### src/design/ihc_pkg.sv
// Package for the IPv4 receive header check: payload structs, the header
// summary passed from the front end to the back end, verdict and class codes.
// No dependencies.
package ihc_pkg;

  // Default depth of the summary queue between front and back end.
  localparam int unsigned IhcQueueDepth = 2;

  // Reset value of the local address register (10.0.2.15).
  localparam logic [31:0] IhcLocalReset = 32'h0A00020F;

  // Header constants.
  localparam logic [15:0] MinHeaderBytes = 16'd20;
  localparam logic [15:0] FragMask       = 16'h3fff;
  localparam logic [31:0] BroadcastAddr  = 32'hffffffff;
  localparam logic [15:0] SumGood        = 16'hffff;
  localparam logic [15:0] CountMax       = 16'hffff;
  localparam logic [3:0]  IpVersion4     = 4'd4;
  localparam logic [7:0]  ProtoIcmp      = 8'd1;
  localparam logic [7:0]  ProtoUdp       = 8'd17;
  localparam logic [7:0]  ProtoTcp       = 8'd6;

  // Byte offsets of captured header fields.
  localparam logic [15:0] OffTotLenHi = 16'd2;
  localparam logic [15:0] OffTotLenLo = 16'd3;
  localparam logic [15:0] OffFragHi   = 16'd6;
  localparam logic [15:0] OffFragLo   = 16'd7;
  localparam logic [15:0] OffProto    = 16'd9;
  localparam logic [15:0] OffSrcFirst = 16'd12;
  localparam logic [15:0] OffSrcLast  = 16'd15;
  localparam logic [15:0] OffDstFirst = 16'd16;
  localparam logic [15:0] OffDstLast  = 16'd19;

  typedef enum logic [2:0] {
    VerdictAccept   = 3'd0,
    VerdictShort    = 3'd1,
    VerdictVersion  = 3'd2,
    VerdictHdrLen   = 3'd3,
    VerdictTotalLen = 3'd4,
    VerdictChecksum = 3'd5,
    VerdictFragment = 3'd6,
    VerdictNotOurs  = 3'd7
  } verdict_e;

  typedef enum logic [1:0] {
    ClassIcmp  = 2'd0,
    ClassUdp   = 2'd1,
    ClassTcp   = 2'd2,
    ClassOther = 2'd3
  } proto_class_e;

  // One input transfer.
  typedef struct packed {
    logic [7:0] data_byte;
    logic       last;
  } in_t;

  // One result transfer.
  typedef struct packed {
    logic [2:0]  verdict;
    logic [1:0]  protocol_class;
    logic [31:0] source_address;
    logic [31:0] destination_address;
    logic [5:0]  header_bytes;
    logic [15:0] payload_bytes;
  } out_t;

  // Everything captured over one packet, handed from front to back end.
  typedef struct packed {
    logic [7:0]  ver_hlen;
    logic [15:0] pkt_len;
    logic [15:0] total_len;
    logic [15:0] hdr_sum;
    logic [15:0] frag;
    logic [7:0]  proto;
    logic [31:0] src;
    logic [31:0] dst;
  } hdr_sum_t;

  // Queue status seen by the back end and the top level.
  typedef struct packed {
    logic full;
    logic empty;
  } queue_status_t;

endpackage

### src/design/ihc_front.sv
// Front end of the IPv4 receive header check: accepts one byte per transfer,
// keeps the running header checksum and captures header fields.
// Depends on ihc_pkg.
module ihc_front (
  input  logic              clk_i,
  input  logic              rst_ni,
  input  logic              accept_i,
  input  ihc_pkg::in_t      in_data_i,
  output logic              push_o,
  output ihc_pkg::hdr_sum_t summary_o
);
  import ihc_pkg::*;

  logic [15:0] cnt_q, cnt_d;
  logic [15:0] sum_q, sum_d;
  logic [7:0]  held_q, held_d;
  logic [7:0]  vihl_q, vihl_d;
  logic [15:0] tl_q, tl_d;
  logic [15:0] frag_q, frag_d;
  logic [7:0]  proto_q, proto_d;
  logic [31:0] src_q, src_d;
  logic [31:0] dst_q, dst_d;

  logic [7:0]  b;
  logic [5:0]  hl;
  logic [15:0] word;
  logic [16:0] sum_wide;
  logic [15:0] sum_fold;

  assign b = in_data_i.data_byte;

  // Ones' complement add of the current header word with end-around carry.
  assign word     = {held_q, b};
  assign sum_wide = {1'b0, sum_q} + {1'b0, word};
  assign sum_fold = sum_wide[16] ? (sum_wide[15:0] + 16'd1) : sum_wide[15:0];

  // Next values of the per-packet state for the byte now offered.
  always_comb begin
    vihl_d  = (cnt_q == 16'd0) ? b : vihl_q;
    hl      = {vihl_d[3:0], 2'b00};
    held_d  = held_q;
    sum_d   = sum_q;
    tl_d    = tl_q;
    frag_d  = frag_q;
    proto_d = proto_q;
    src_d   = src_q;
    dst_d   = dst_q;

    if (cnt_q < {10'd0, hl}) begin
      if (!cnt_q[0]) begin
        held_d = b;
      end else begin
        sum_d = sum_fold;
      end
    end

    if (cnt_q == OffTotLenHi) begin
      tl_d = {b, tl_q[7:0]};
    end else if (cnt_q == OffTotLenLo) begin
      tl_d = {tl_q[15:8], b};
    end else if (cnt_q == OffFragHi) begin
      frag_d = {b, frag_q[7:0]};
    end else if (cnt_q == OffFragLo) begin
      frag_d = {frag_q[15:8], b};
    end else if (cnt_q == OffProto) begin
      proto_d = b;
    end else if (cnt_q >= OffSrcFirst && cnt_q <= OffSrcLast) begin
      src_d = {src_q[23:0], b};
    end else if (cnt_q >= OffDstFirst && cnt_q <= OffDstLast) begin
      dst_d = {dst_q[23:0], b};
    end

    // The byte count saturates rather than wrapping.
    cnt_d = (cnt_q != CountMax) ? (cnt_q + 16'd1) : cnt_q;
  end

  // Summary of the finished packet goes to the queue on the last byte.
  assign push_o = accept_i && in_data_i.last;

  always_comb begin
    summary_o.ver_hlen  = vihl_d;
    summary_o.pkt_len   = cnt_d;
    summary_o.total_len = tl_d;
    summary_o.hdr_sum   = sum_d;
    summary_o.frag      = frag_d;
    summary_o.proto     = proto_d;
    summary_o.src       = src_d;
    summary_o.dst       = dst_d;
  end

  // Per-packet state: updated on every transfer, cleared after the last byte.
  always_ff @(posedge clk_i or negedge rst_ni) begin
    if (!rst_ni) begin
      cnt_q   <= '0;
      sum_q   <= '0;
      held_q  <= '0;
      vihl_q  <= '0;
      tl_q    <= '0;
      frag_q  <= '0;
      proto_q <= '0;
      src_q   <= '0;
      dst_q   <= '0;
    end else if (accept_i) begin
      if (in_data_i.last) begin
        cnt_q   <= '0;
        sum_q   <= '0;
        held_q  <= '0;
        vihl_q  <= '0;
        tl_q    <= '0;
        frag_q  <= '0;
        proto_q <= '0;
        src_q   <= '0;
        dst_q   <= '0;
      end else begin
        cnt_q   <= cnt_d;
        sum_q   <= sum_d;
        held_q  <= held_d;
        vihl_q  <= vihl_d;
        tl_q    <= tl_d;
        frag_q  <= frag_d;
        proto_q <= proto_d;
        src_q   <= src_d;
        dst_q   <= dst_d;
      end
    end
  end

endmodule

### src/design/ihc_queue.sv
// Short queue of packet summaries between the front and the back end.
// Depends on ihc_pkg.
module ihc_queue #(
  parameter int unsigned Depth = ihc_pkg::IhcQueueDepth
) (
  input  logic                  clk_i,
  input  logic                  rst_ni,
  input  logic                  push_i,
  input  ihc_pkg::hdr_sum_t     push_data_i,
  input  logic                  pop_i,
  output ihc_pkg::hdr_sum_t     head_o,
  output ihc_pkg::queue_status_t status_o
);
  import ihc_pkg::*;

  localparam int unsigned PtrW = (Depth > 1) ? $clog2(Depth) : 1;
  localparam int unsigned CntW = $clog2(Depth + 1);

  hdr_sum_t            entries_q [Depth];
  logic [PtrW-1:0]     wr_ptr_q, wr_ptr_d;
  logic [PtrW-1:0]     rd_ptr_q, rd_ptr_d;
  logic [CntW-1:0]     count_q, count_d;

  assign status_o.full  = (count_q == CntW'(Depth));
  assign status_o.empty = (count_q == '0);
  assign head_o         = entries_q[rd_ptr_q];

  // Pointer and fill count update with explicit wrap.
  always_comb begin
    wr_ptr_d = wr_ptr_q;
    rd_ptr_d = rd_ptr_q;
    count_d  = count_q;
    if (push_i) begin
      wr_ptr_d = (wr_ptr_q == PtrW'(Depth - 1)) ? '0 : (wr_ptr_q + PtrW'(1));
    end
    if (pop_i) begin
      rd_ptr_d = (rd_ptr_q == PtrW'(Depth - 1)) ? '0 : (rd_ptr_q + PtrW'(1));
    end
    if (push_i && !pop_i) begin
      count_d = count_q + CntW'(1);
    end else if (!push_i && pop_i) begin
      count_d = count_q - CntW'(1);
    end
  end

  always_ff @(posedge clk_i or negedge rst_ni) begin
    if (!rst_ni) begin
      wr_ptr_q <= '0;
      rd_ptr_q <= '0;
      count_q  <= '0;
    end else begin
      wr_ptr_q <= wr_ptr_d;
      rd_ptr_q <= rd_ptr_d;
      count_q  <= count_d;
    end
  end

  // Entry storage holds payload only.
  always_ff @(posedge clk_i) begin
    if (push_i) begin
      entries_q[wr_ptr_q] <= push_data_i;
    end
  end

endmodule

### src/design/ihc_back.sv
// Back end of the IPv4 receive header check: evaluates the checks on a queued
// packet summary and holds the result in an output register.
// Depends on ihc_pkg.
module ihc_back (
  input  logic                   clk_i,
  input  logic                   rst_ni,
  input  logic                   cfg_valid_i,
  input  logic [31:0]            cfg_data_i,
  input  ihc_pkg::hdr_sum_t      head_i,
  input  ihc_pkg::queue_status_t status_i,
  output logic                   pop_o,
  input  logic                   out_stall_i,
  output logic                   out_valid_o,
  output ihc_pkg::out_t          out_data_o
);
  import ihc_pkg::*;

  logic [31:0] local_q;
  logic        out_valid_q;
  out_t        out_q, res;

  logic [5:0]   hl;
  logic [15:0]  hl_w;
  verdict_e     verdict;
  proto_class_e pclass;

  // Local address register, written by a configuration transfer.
  always_ff @(posedge clk_i or negedge rst_ni) begin
    if (!rst_ni) begin
      local_q <= IhcLocalReset;
    end else if (cfg_valid_i) begin
      local_q <= cfg_data_i;
    end
  end

  // Checks in priority order; the first failing one sets the verdict.
  always_comb begin
    hl   = {head_i.ver_hlen[3:0], 2'b00};
    hl_w = {10'd0, hl};
    if (head_i.pkt_len < MinHeaderBytes) begin
      verdict = VerdictShort;
    end else if (head_i.ver_hlen[7:4] != IpVersion4) begin
      verdict = VerdictVersion;
    end else if (hl_w < MinHeaderBytes || hl_w > head_i.pkt_len) begin
      verdict = VerdictHdrLen;
    end else if (head_i.total_len < hl_w || head_i.total_len > head_i.pkt_len) begin
      verdict = VerdictTotalLen;
    end else if (head_i.hdr_sum != SumGood) begin
      verdict = VerdictChecksum;
    end else if ((head_i.frag & FragMask) != 16'd0) begin
      verdict = VerdictFragment;
    end else if (head_i.dst != local_q && head_i.dst != BroadcastAddr) begin
      verdict = VerdictNotOurs;
    end else begin
      verdict = VerdictAccept;
    end
  end

  // Protocol classification.
  always_comb begin
    case (head_i.proto)
      ProtoIcmp: pclass = ClassIcmp;
      ProtoUdp:  pclass = ClassUdp;
      ProtoTcp:  pclass = ClassTcp;
      default:   pclass = ClassOther;
    endcase
  end

  always_comb begin
    res.verdict             = verdict;
    res.protocol_class      = pclass;
    res.source_address      = head_i.src;
    res.destination_address = head_i.dst;
    res.header_bytes        = hl;
    res.payload_bytes       = (verdict == VerdictAccept) ? (head_i.total_len - hl_w) : 16'd0;
  end

  // Take the next summary whenever the output register is free or draining.
  assign pop_o = !status_i.empty && (!out_valid_q || !out_stall_i);

  always_ff @(posedge clk_i or negedge rst_ni) begin
    if (!rst_ni) begin
      out_valid_q <= 1'b0;
    end else if (pop_o) begin
      out_valid_q <= 1'b1;
    end else if (!out_stall_i) begin
      out_valid_q <= 1'b0;
    end
  end

  always_ff @(posedge clk_i) begin
    if (pop_o) begin
      out_q <= res;
    end
  end

  assign out_valid_o = out_valid_q;
  assign out_data_o  = out_q;

endmodule

### src/design/ipv4_rx_header_check.sv
// IPv4 receive header check, top level: front end, summary queue, back end.
// Depends on ihc_pkg, ihc_front, ihc_queue and ihc_back.
//
// Usage:
//   Input channel (in_valid_i, in_stall_o, in_data_i) carries one packet byte
//   per transfer, header first, with last set on the final byte. A byte is
//   taken whenever in_stall_o is low: one byte per clock while not stalled.
//   Output channel (out_valid_o, out_stall_i, out_data_o) carries one result
//   per packet: verdict, protocol class, addresses and lengths.
//   The summary enters the queue of QueueDepth summaries at the edge at which
//   the last byte is transferred; the back end loads its output register from
//   the queue head when that register is free or draining, and the result is
//   offered from that register until the receiver takes it.
//   When the receiver stalls, the result is held and further packets collect
//   in the queue; once the queue is full, in_stall_o is raised until the back
//   end takes an entry. Stall on the input is never raised otherwise.
//   Configuration channel (cfg_valid_i, cfg_ready_o, cfg_data_i) writes the
//   local address; it is always ready and should be used while idle.
//   Reset: the local address returns to 10.0.2.15, all per-packet state is
//   cleared and the queue and output register are emptied.
module ipv4_rx_header_check #(
  parameter int unsigned QueueDepth = ihc_pkg::IhcQueueDepth
) (
  input  logic          clk_i,
  input  logic          rst_ni,
  input  logic          in_valid_i,
  output logic          in_stall_o,
  input  ihc_pkg::in_t  in_data_i,
  output logic          out_valid_o,
  input  logic          out_stall_i,
  output ihc_pkg::out_t out_data_o,
  input  logic          cfg_valid_i,
  output logic          cfg_ready_o,
  input  logic [31:0]   cfg_data_i
);
  import ihc_pkg::*;

  logic          in_accept;
  logic          push;
  logic          pop;
  hdr_sum_t      summary;
  hdr_sum_t      head;
  queue_status_t q_status;

  assign cfg_ready_o = 1'b1;
  assign in_stall_o  = q_status.full;
  assign in_accept   = in_valid_i && !in_stall_o;

  // Byte-rate front end.
  ihc_front u_front (
    .clk_i     (clk_i),
    .rst_ni    (rst_ni),
    .accept_i  (in_accept),
    .in_data_i (in_data_i),
    .push_o    (push),
    .summary_o (summary)
  );

  // Queue of finished packet summaries.
  ihc_queue #(
    .Depth (QueueDepth)
  ) u_queue (
    .clk_i       (clk_i),
    .rst_ni      (rst_ni),
    .push_i      (push),
    .push_data_i (summary),
    .pop_i       (pop),
    .head_o      (head),
    .status_o    (q_status)
  );

  // Check evaluation and output register.
  ihc_back u_back (
    .clk_i       (clk_i),
    .rst_ni      (rst_ni),
    .cfg_valid_i (cfg_valid_i && cfg_ready_o),
    .cfg_data_i  (cfg_data_i),
    .head_i      (head),
    .status_i    (q_status),
    .pop_o       (pop),
    .out_stall_i (out_stall_i),
    .out_valid_o (out_valid_o),
    .out_data_o  (out_data_o)
  );

  // The queue is never written while full.
  assert property (@(posedge clk_i) disable iff (!rst_ni) !(push && q_status.full))
    else $error("summary pushed into a full queue");

  // A last-byte transfer always leaves a summary queued at the next edge.
  assert property (@(posedge clk_i) disable iff (!rst_ni)
    (in_accept && in_data_i.last) |=> !q_status.empty)
    else $error("packet summary lost");

  // An accepted packet always has a header of at least the minimum size.
  assert property (@(posedge clk_i) disable iff (!rst_ni)
    (out_valid_o && out_data_o.verdict == VerdictAccept)
      |-> ({10'd0, out_data_o.header_bytes} >= MinHeaderBytes))
    else $error("accepted packet with short header length");

  // The back end only pops when something is queued.
  assert property (@(posedge clk_i) disable iff (!rst_ni) pop |-> !q_status.empty)
    else $error("pop from an empty queue");

endmodule

### config.mk
export PLATFORM = sky130hd
export DESIGN_NAME = ipv4_rx_header_check
export DESIGN_NICKNAME = d
export VERILOG_FILES = /design/src/design/ihc_pkg.sv /design/src/design/ihc_front.sv /design/src/design/ihc_queue.sv /design/src/design/ihc_back.sv /design/src/design/ipv4_rx_header_check.sv
export SDC_FILE = /design/constraint.sdc
export NUM_CORES = 1
export LEC_CHECK = 0
export BUFFER_PORTS_ARGS = -buffer_cell sky130_fd_sc_hd__buf_2
export CORE_ASPECT_RATIO = 0.6
export CORE_UTILIZATION = 40
export DETAILED_ROUTE_END_ITERATION = 8
export PLACE_DENSITY = 0.64
export SETUP_SLACK_MARGIN = 0.02
export SYNTH_ARGS = -nofsm -noshare
export SYNTH_HDL_FRONTEND = slang
export SYNTH_SLANG_ARGS = --single-unit
### constraint.sdc
create_clock -name clk_i -period 19.5 [get_ports clk_i]
set_input_delay 0.975 -clock clk_i [delete_from_list [all_inputs] [get_ports clk_i]]
set_output_delay 0.975 -clock clk_i [all_outputs]
set_load 0.01 [all_outputs]
==> results.sh, run 1 <==
export IMPL_fill_cells=5400
export IMPL_cp_start_kind="flip-flop"
export IMPL_wl_met2_um=24830
export IMPL_syn_cell_area_mm2=0.02530
export IMPL_dr_wl_met3_um=4176
export IMPL_cts_sinks=560
export IMPL_h_tree_depth=2
export IMPL_cp_arrival_ns=4.93
export IMPL_ys_types=81
export IMPL_setup_viol=0
export IMPL_cts_resized=0
export IMPL_initial_utilization_pct=40.98
export IMPL_top_layer="met4"
export IMPL_dieHeight_um=196.8
export IMPL_synthFlopType="edfxtp_1"
export IMPL_async_reset_ff_share_pct=33.39
export IMPL_post_drt_via_cell_ratio=5.578
export IMPL_worst_slew_pin_transition_ns=1.139
export IMPL_register_area_mm2=0.01589
export IMPL_setup_tns_ns=0
export IMPL_insertion_delay_ns=0.61
export IMPL_drv_cap=0
export IMPL_max_slew_margin_pct=24.08
export IMPL_drt_iter0_markers=1489
export IMPL_routed_wirelength_um=61330
export IMPL_drive_gt1_share_pct=24.43
export IMPL_wl_met1_um=31120
export IMPL_row_count=70
export IMPL_cts_root_buf="clkbuf_16"
export IMPL_stdcell_area_mm2=0.02849
export IMPL_worstPathMaxFanout=63
export IMPL_cts_setup_buffers=0
export IMPL_clockBufferDepth=3
export IMPL_drv_slew=0
export IMPL_io_buffer_count=136
export IMPL_ys_ff_latch=560
export IMPL_floorplan_io_pins=140
export IMPL_p_per_area_mw_per_mm2=143.8
export IMPL_dr_pass1_iters=5
export IMPL_grt_max_degree=78
export IMPL_die_w_um=326.7
export IMPL_yosysWarnings=0
export IMPL_hold_viol_final=0
export IMPL_setup_worst_path_class="reg -> reg"
export IMPL_core_area_mm2=0.06175
export IMPL_hold_path_class="in -> async"
export IMPL_mostFrequentLayoutCells="373 x edfxtp_1, 219 x mux2_2, 179 x dfrtp_1, 153 x nand2_1, 135 x buf_2"
export IMPL_dpl_instance_area_mm2=0.02670
export IMPL_synth_top_area_cell="edfxtp_1"
export IMPL_dp_slack_ns=14.97
export IMPL_yosysTopAreaCellShare_pct=44.26
export IMPL_hold_ws_ns=0.3219
export IMPL_grt_pass1_vias=15360
export IMPL_wire_per_inst_um=21.60
export IMPL_synthCells=1860
export IMPL_status="finished, final reports clean"
export IMPL_cellLeakagePower_nw=10.97
export IMPL_maxClockFrequency_ghz=0.2177
export IMPL_ys_top_cells_by_area="edfxtp_1 44%, dfrtp_1 18%, mux2_2 9.7%, ha_1 2.4%, a22oi_1 2.4%"
export IMPL_tritoncts="yes"
export IMPL_max_vdd_ir_drop_uv=69.41
export IMPL_avgSynthCellArea_um2=13.60
export IMPL_post_route_drc_count=0
export IMPL_worstSetupEndpointType="flip-flop"
export IMPL_multi_input_area_mm2=0.008832
export IMPL_area_delta_synth_final_pct=12.60
export IMPL_hpwl_um=40640
export IMPL_period_share_pct=23.55
export IMPL_skew_ns=0.02063
export IMPL_cts_made_buffers=54
export IMPL_layout_setup_ws_ns=14.91
export IMPL_antenna_found_initial=3
export IMPL_final_nets=2061
export IMPL_hold_buffers=0
export IMPL_synth_edf_count=373
export IMPL_track_usage_pct=18.95
export IMPL_clkTransAtPathRegs_ns=0.06
export IMPL_final_common_cell="edfxtp_1"
export IMPL_overflow=0
export IMPL_finalCriticalPeriod_ns=4.593
export IMPL_rsz0062_at_grt="false"
export IMPL_die_area_mm2=0.06430
export IMPL_place_congestion=0.8588
export IMPL_ant_nets=0
export IMPL_ys_seq_area_share_pct=62.79
export IMPL_num_vias=15840
export IMPL_cp_required_ns=19.84
export IMPL_grt_pass1_wl_um=93710
final timing paths:
kind	to	cells past startpoint	slack [ns]	start
worst max-delay path	u_back.out_data_o[5]$_SDFFCE_PP0P_	13	14.91	u_queue.rd_ptr_q$_DFFE_PN0P_
worst min-delay path	u_back.local_q[29]$_DFFE_PN0P_	1	0.32	rst_ni
max in group asynchronous	u_queue.rd_ptr_q$_DFFE_PN0P_	3	16.78	rst_ni
min in group clk_i	u_front.vihl_q[3]$_DFFE_PN0P_	2	0.49	u_front.vihl_q[3]$_DFFE_PN0P_
worst max register to register	u_back.out_data_o[5]$_SDFFCE_PP0P_	13	14.91	u_queue.rd_ptr_q$_DFFE_PN0P_
worst min register to register	u_front.vihl_q[3]$_DFFE_PN0P_	2	0.49	u_front.vihl_q[3]$_DFFE_PN0P_
cells in the mapped netlist (3+ instances only):
library cell,instances
mux2_2,219
edfxtp_1,373
nor4_4,3
nor3_1,15
a21oi_1,36
nor3_2,3
o211ai_1,3
and3_1,16
nor2_1,57
inv_1,35
dfrtp_1,180
nand4_1,29
buf_1,8
o31a_1,3
or3_1,6
buf_6,4
o211a_1,3
and2_1,4
a22oi_1,81
nand3_1,36
a22o_1,45
o21ai_0,113
a211oi_1,4
nor4b_1,3
o21a_1,3
xnor2_1,38
o21ai_1,17
dfstp_2,7
nor2b_1,20
nor3b_1,4
ha_1,49
a21boi_0,3
nor4_1,24
a21o_1,11
nand2_1,154
xor2_1,47
buf_4,9
nand4b_1,3
mux2i_1,36
nand2b_1,6
o31ai_1,10
clkbuf_1,57
buf_2,24
a2bb2oi_1,4
a31oi_1,7
layout make-up:
| class | count | share of cell area [%] |
|---|---|---|
| sequential | 560 | 55.78 |
| multi-input combinational | 1161 | 31.00 |
| clock buffer | 86 | 5.634 |
| tap | 828 | 3.636 |
| timing repair buffer | 151 | 2.815 |
| clock inverter | 16 | 0.6499 |
| inverter | 36 | 0.4830 |
| antenna | 1 | 0.008782 |
stage by stage:
step	total power, mW	std cells	util [%]
2_1_floorplan	2.653	1861	-
3_3_place_gp	3.016	2736	43.24
3_5_place_dp	3.046	2736	43.24
4_1_cts	4.118	2838	46.14
5_1_grt	4.309	2838	46.14
6_report	4.097	2839	46.15
critical path, cell delays in order (launching register included):
cell and delay, ns:
dfrtp_4 0.60, buf_4 0.72, mux2i_1 0.33, ha_1 0.21
inv_1 0.06, fa_1 0.41, a21o_1 0.18, a21oi_1 0.22
nor2b_1 0.25, o21ai_0 0.20, nor3_1 0.43, a22oi_1 0.26
nand4b_4 0.29, nor3_1 0.10
where the power goes:
group / leakage (nW) / internal (mW) / switching (mW)
combinational: 4.16 / 0.484 / 0.803
clock: 0.870 / 0.616 / 0.446
sequential: 5.94 / 1.62 / 0.132
total: 11.0 / 2.72 / 1.38
cell families after synthesis:
family          share of synthesized area (%)
compound gates                          9.538
xor+xnor                                2.942
fa+ha+maj                               2.581
buf+inv                                 2.457
flops                                   62.79
mux                                     11.34
other cells                           0.02968
simple gates                            8.317
flip-flops by register name, indices dropped and copies added, names as in the netlist, 14 cells and up:
name and cells:
u_back.out_data_o 89, u_front.dst_q 32, u_queue.entries_q 284, u_front.cnt_q 16, u_back.local_q 32, u_front.sum_q 16
u_front.tl_q 16, u_front.src_q 32, u_front.frag_q 14
per-layer routing:
metal / vias up / global-route usage, %
li1: 7218 / -
met1: 8039 / 30.62
met2: 494 / 25.20
met3: 86 / 3.764
met4: 0 / 5.175
met5: - / 0
No activity file was read; power rests on OpenSTA's default activity.
==> run 2, diff against run 1 <==
Settings changed: ABC_AREA set to 1, PLACE_DENSITY 0.64 to 0.66.
Clock period 19.5 ns to 4 ns, I/O delays scaled along.
==> results.sh, run 2 <==
export IMPL_hpwl_um=41280
export IMPL_dieHeight_um=196.6
export IMPL_post_route_drc_count=0
export IMPL_ys_ff_latch=560
export IMPL_crit_path_max_incr_delay_ns=0.44
export IMPL_routed_wirelength_um=61940
export IMPL_synth_compound_area_share_pct=8.205
export IMPL_finalCriticalPeriod_ns=3.447
export IMPL_grt_pass1_vias=17260
export IMPL_antenna_found_initial=3
export IMPL_setup_tns_ns=0
export IMPL_setup_worst_path_class="reg -> reg"
export IMPL_overflow=0
export IMPL_hold_viol_final=0
export IMPL_setup_viol=0
export IMPL_initial_utilization_pct=40.93
export IMPL_maxClockFrequency_ghz=0.2901
export IMPL_status="finished, final reports clean"
export IMPL_reg2regPathDepth=13
export IMPL_crit_family="simple AND/OR/NAND/NOR gates"
export IMPL_drt_iter0_markers=1770
export IMPL_cp_cell_sequence="nor2_1 > nand2_1 > nor2_2 > nand2_1 > o21ai_0 > inv_1 > ha_1 > a211oi_1 > nand2_1 > nor2_1 > buf_12 > nand3_1 > and2_1"
export IMPL_clockBufferDepth=3
export IMPL_synth_top_family_by_area="simple AND/OR/NAND/NOR gates"
export IMPL_io_buffer_count=136
export IMPL_min_from="in_data_i[0]"
export IMPL_syn_cell_area_mm2=0.02524
export IMPL_top_register="u_queue.entries_q"
export IMPL_die_w_um=326.3
export IMPL_ant_nets=0
export IMPL_cts_sinks=560
export IMPL_num_vias=18070
export IMPL_place_congestion=0.8777
export IMPL_skew_ns=0.02234
export IMPL_yosysMostFrequentCell="nand2_1"
export IMPL_worstSetupEndpointType="flip-flop"
export IMPL_synth_top_area_cell="edfxtp_1"
export IMPL_grt_max_degree=96
export IMPL_drv_slew=0
export IMPL_synth_edf_count=373
export IMPL_cts_root_buf="clkbuf_16"
export IMPL_ys_seq_area_share_pct=62.96
export IMPL_row_count=70
export IMPL_synth_mux_area_share_pct=0.1983
export IMPL_yosysTopAreaCellShare_pct=44.38
export IMPL_grt_pass1_wl_um=96690
export IMPL_hold_path_class="in -> reg"
export IMPL_cp_start_kind="flip-flop"
export IMPL_post_drt_via_cell_ratio=5.064
export IMPL_worst_path_buf_inv=2
export IMPL_area_delta_synth_final_pct=15.05
export IMPL_worst_path_most_repeated_cell="nand2_1"
export IMPL_period_share_pct=86.18
export IMPL_dr_pass1_iters=5
export IMPL_core_area_mm2=0.06166
export IMPL_synthFlopType="edfxtp_1"
export IMPL_cp_arrival_ns=3.78
export IMPL_async_reset_ff_share_pct=33.39
export IMPL_insertion_delay_ns=0.60
export IMPL_worstPathMaxFanout=31
export IMPL_worst_slew_pin_transition_ns=1.093
export IMPL_fin_util_pct=47.09
export IMPL_p_per_area_mw_per_mm2=692.3
export IMPL_max_vdd_ir_drop_uv=444.8
export IMPL_wire_per_inst_um=17.36
export IMPL_tritoncts="yes"
export IMPL_drv_cap=0
export IMPL_mostFrequentLayoutCells="745 x nand2_1, 373 x edfxtp_1, 361 x inv_1, 194 x o21ai_0, 179 x dfrtp_1"
export IMPL_worst_path_max_delay_cell="dfrtp_1"
export IMPL_h_tree_depth=2
export IMPL_track_usage_pct=19.29
export IMPL_worstHoldPathCells=4
export IMPL_r2r_start="u_front.cnt_q[9]$_DFFE_PN0P_"
export IMPL_synthCells=2532
export IMPL_die_area_mm2=0.06413
export IMPL_yosys_top_cells_count="745 x nand2_1, 373 x edfxtp_1, 364 x inv_1"
export IMPL_cp_startpoint="u_front.cnt_q[9]$_DFFE_PN0P_"
export IMPL_synthXorXnorAreaFrac_pct=1.319
export IMPL_floorplan_io_pins=140
export IMPL_yosysWarnings=0
export IMPL_cellLeakagePower_nw=13.57
export IMPL_rsz0062_at_grt="false"
export IMPL_synthAdderAreaFrac_pct=2.588
export IMPL_cp_depth=13
export IMPL_largest_register_ffs=284
export IMPL_avgSynthCellArea_um2=9.967
export IMPL_final_common_cell="nand2_1"
export IMPL_max_slew_margin_pct=27.12
export IMPL_ys_types=50
export IMPL_cts_made_buffers=52
export IMPL_final_nets=2794
export IMPL_cts_setup_buffers=0
export IMPL_drive_gt1_share_pct=11.64
export IMPL_antennaDiodeCount=0
export IMPL_ys_top_cells_by_area="edfxtp_1 44%, dfrtp_1 18%, nand2_1 11%, inv_1 5.4%, o21ai_0 3.8%"
export IMPL_clkTransAtPathRegs_ns=0.06
export IMPL_cp_required_ns=4.33
export IMPL_yosys_area_share_simple_pct=17.49
==> run 2: where the power goes <==
group          leakage (nW)  internal (mW)  switching, mW
Combinational          6.64           2.06           4.56
Sequential             6.05           7.76          0.460
Clock                 0.880           3.06           2.19
Total                  13.6           12.9           7.22
==> run 2: final timing paths <==
kind | end | slack, ns
setup reg to reg | u_queue.entries_q[0][99]$_DFFE_PP_ | 0.55
setup / recovery | u_queue.entries_q[0][99]$_DFFE_PP_ | 0.55
max in group asynchronous | u_front.sum_q[5]$_DFFE_PN0P_ | 2.81
min in group asynchronous | u_back.local_q[23]$_DFFE_PN0P_ | 0.20
hold / removal | u_front.held_q[2]$_DFFE_PN0P_ | 0.06
hold reg to reg | u_front.frag_q[5]$_DFFE_PN0P_ | 0.49
==> run 2: final cells by class <==
cell class / instances / area, um2
inverters: 370 / 1393
clock buffers: 67 / 1439
well taps: 828 / 1036
clock inverters: 31 / 372.9
multi-input cells: 1515 / 7561
flip-flops and latches: 560 / 15890
fillers: 5635 / 32630
repair buffers: 198 / 1340
==> run 2: worst reg2reg max path, cell delays in order (launching register included) <==
cell and delay, ns:
dfrtp_1 0.44, nor2_1 0.14, nand2_1 0.07, nor2_2 0.30, nand2_1 0.34, o21ai_0 0.35, inv_1 0.09, ha_1 0.31
a211oi_1 0.26, nand2_1 0.16, nor2_1 0.21, buf_12 0.20, nand3_1 0.13, and2_1 0.18
==> run 2: metrics by stage <==
stage / setup WS [ns] / hold WS [ns] / instance area (um2) / power, mW / instances
final: 0.5528 / 0.05963 / 29030 / 20.10 / 3569
after global routing: 0.2263 / 0.07777 / 29030 / 21.34 / 3569
after CTS: 0.5440 / 0.02551 / 29030 / 20.22 / 3569
after detailed placement: 0.5621 / 0.2629 / 26880 / 14.89 / 3437
after global placement: 0.6642 / 0.2539 / 26880 / 14.72 / 3437
after floorplan: -1.066 / -0.09559 / 25250 / 12.70 / 2533
==> run 2: logic make-up after synthesis <==
logic type                 Yosys count
other                                2
AOI/OAI and AO/OA                  363
xor gates and xnor gates            38
DFF                                560
adders and majority gates           51
muxes                                5
and+or+nand+nor                   1055
buffers and inverters              458
==> run 2: timing repair <==
action	in CTS	in global routing
endpoints found under the hold margin	93	0
hold buffers	34	0
gates resized for setup	0	0
==> run 2: layer usage <==
metal	up-vias	global-route usage [%]	routed length (um)
li1	8697	-	-
met3	62	4.157	4972
met1	8705	30.52	31180
met2	610	26.96	25050
met5	-	0	0
met4	0	3.565	742
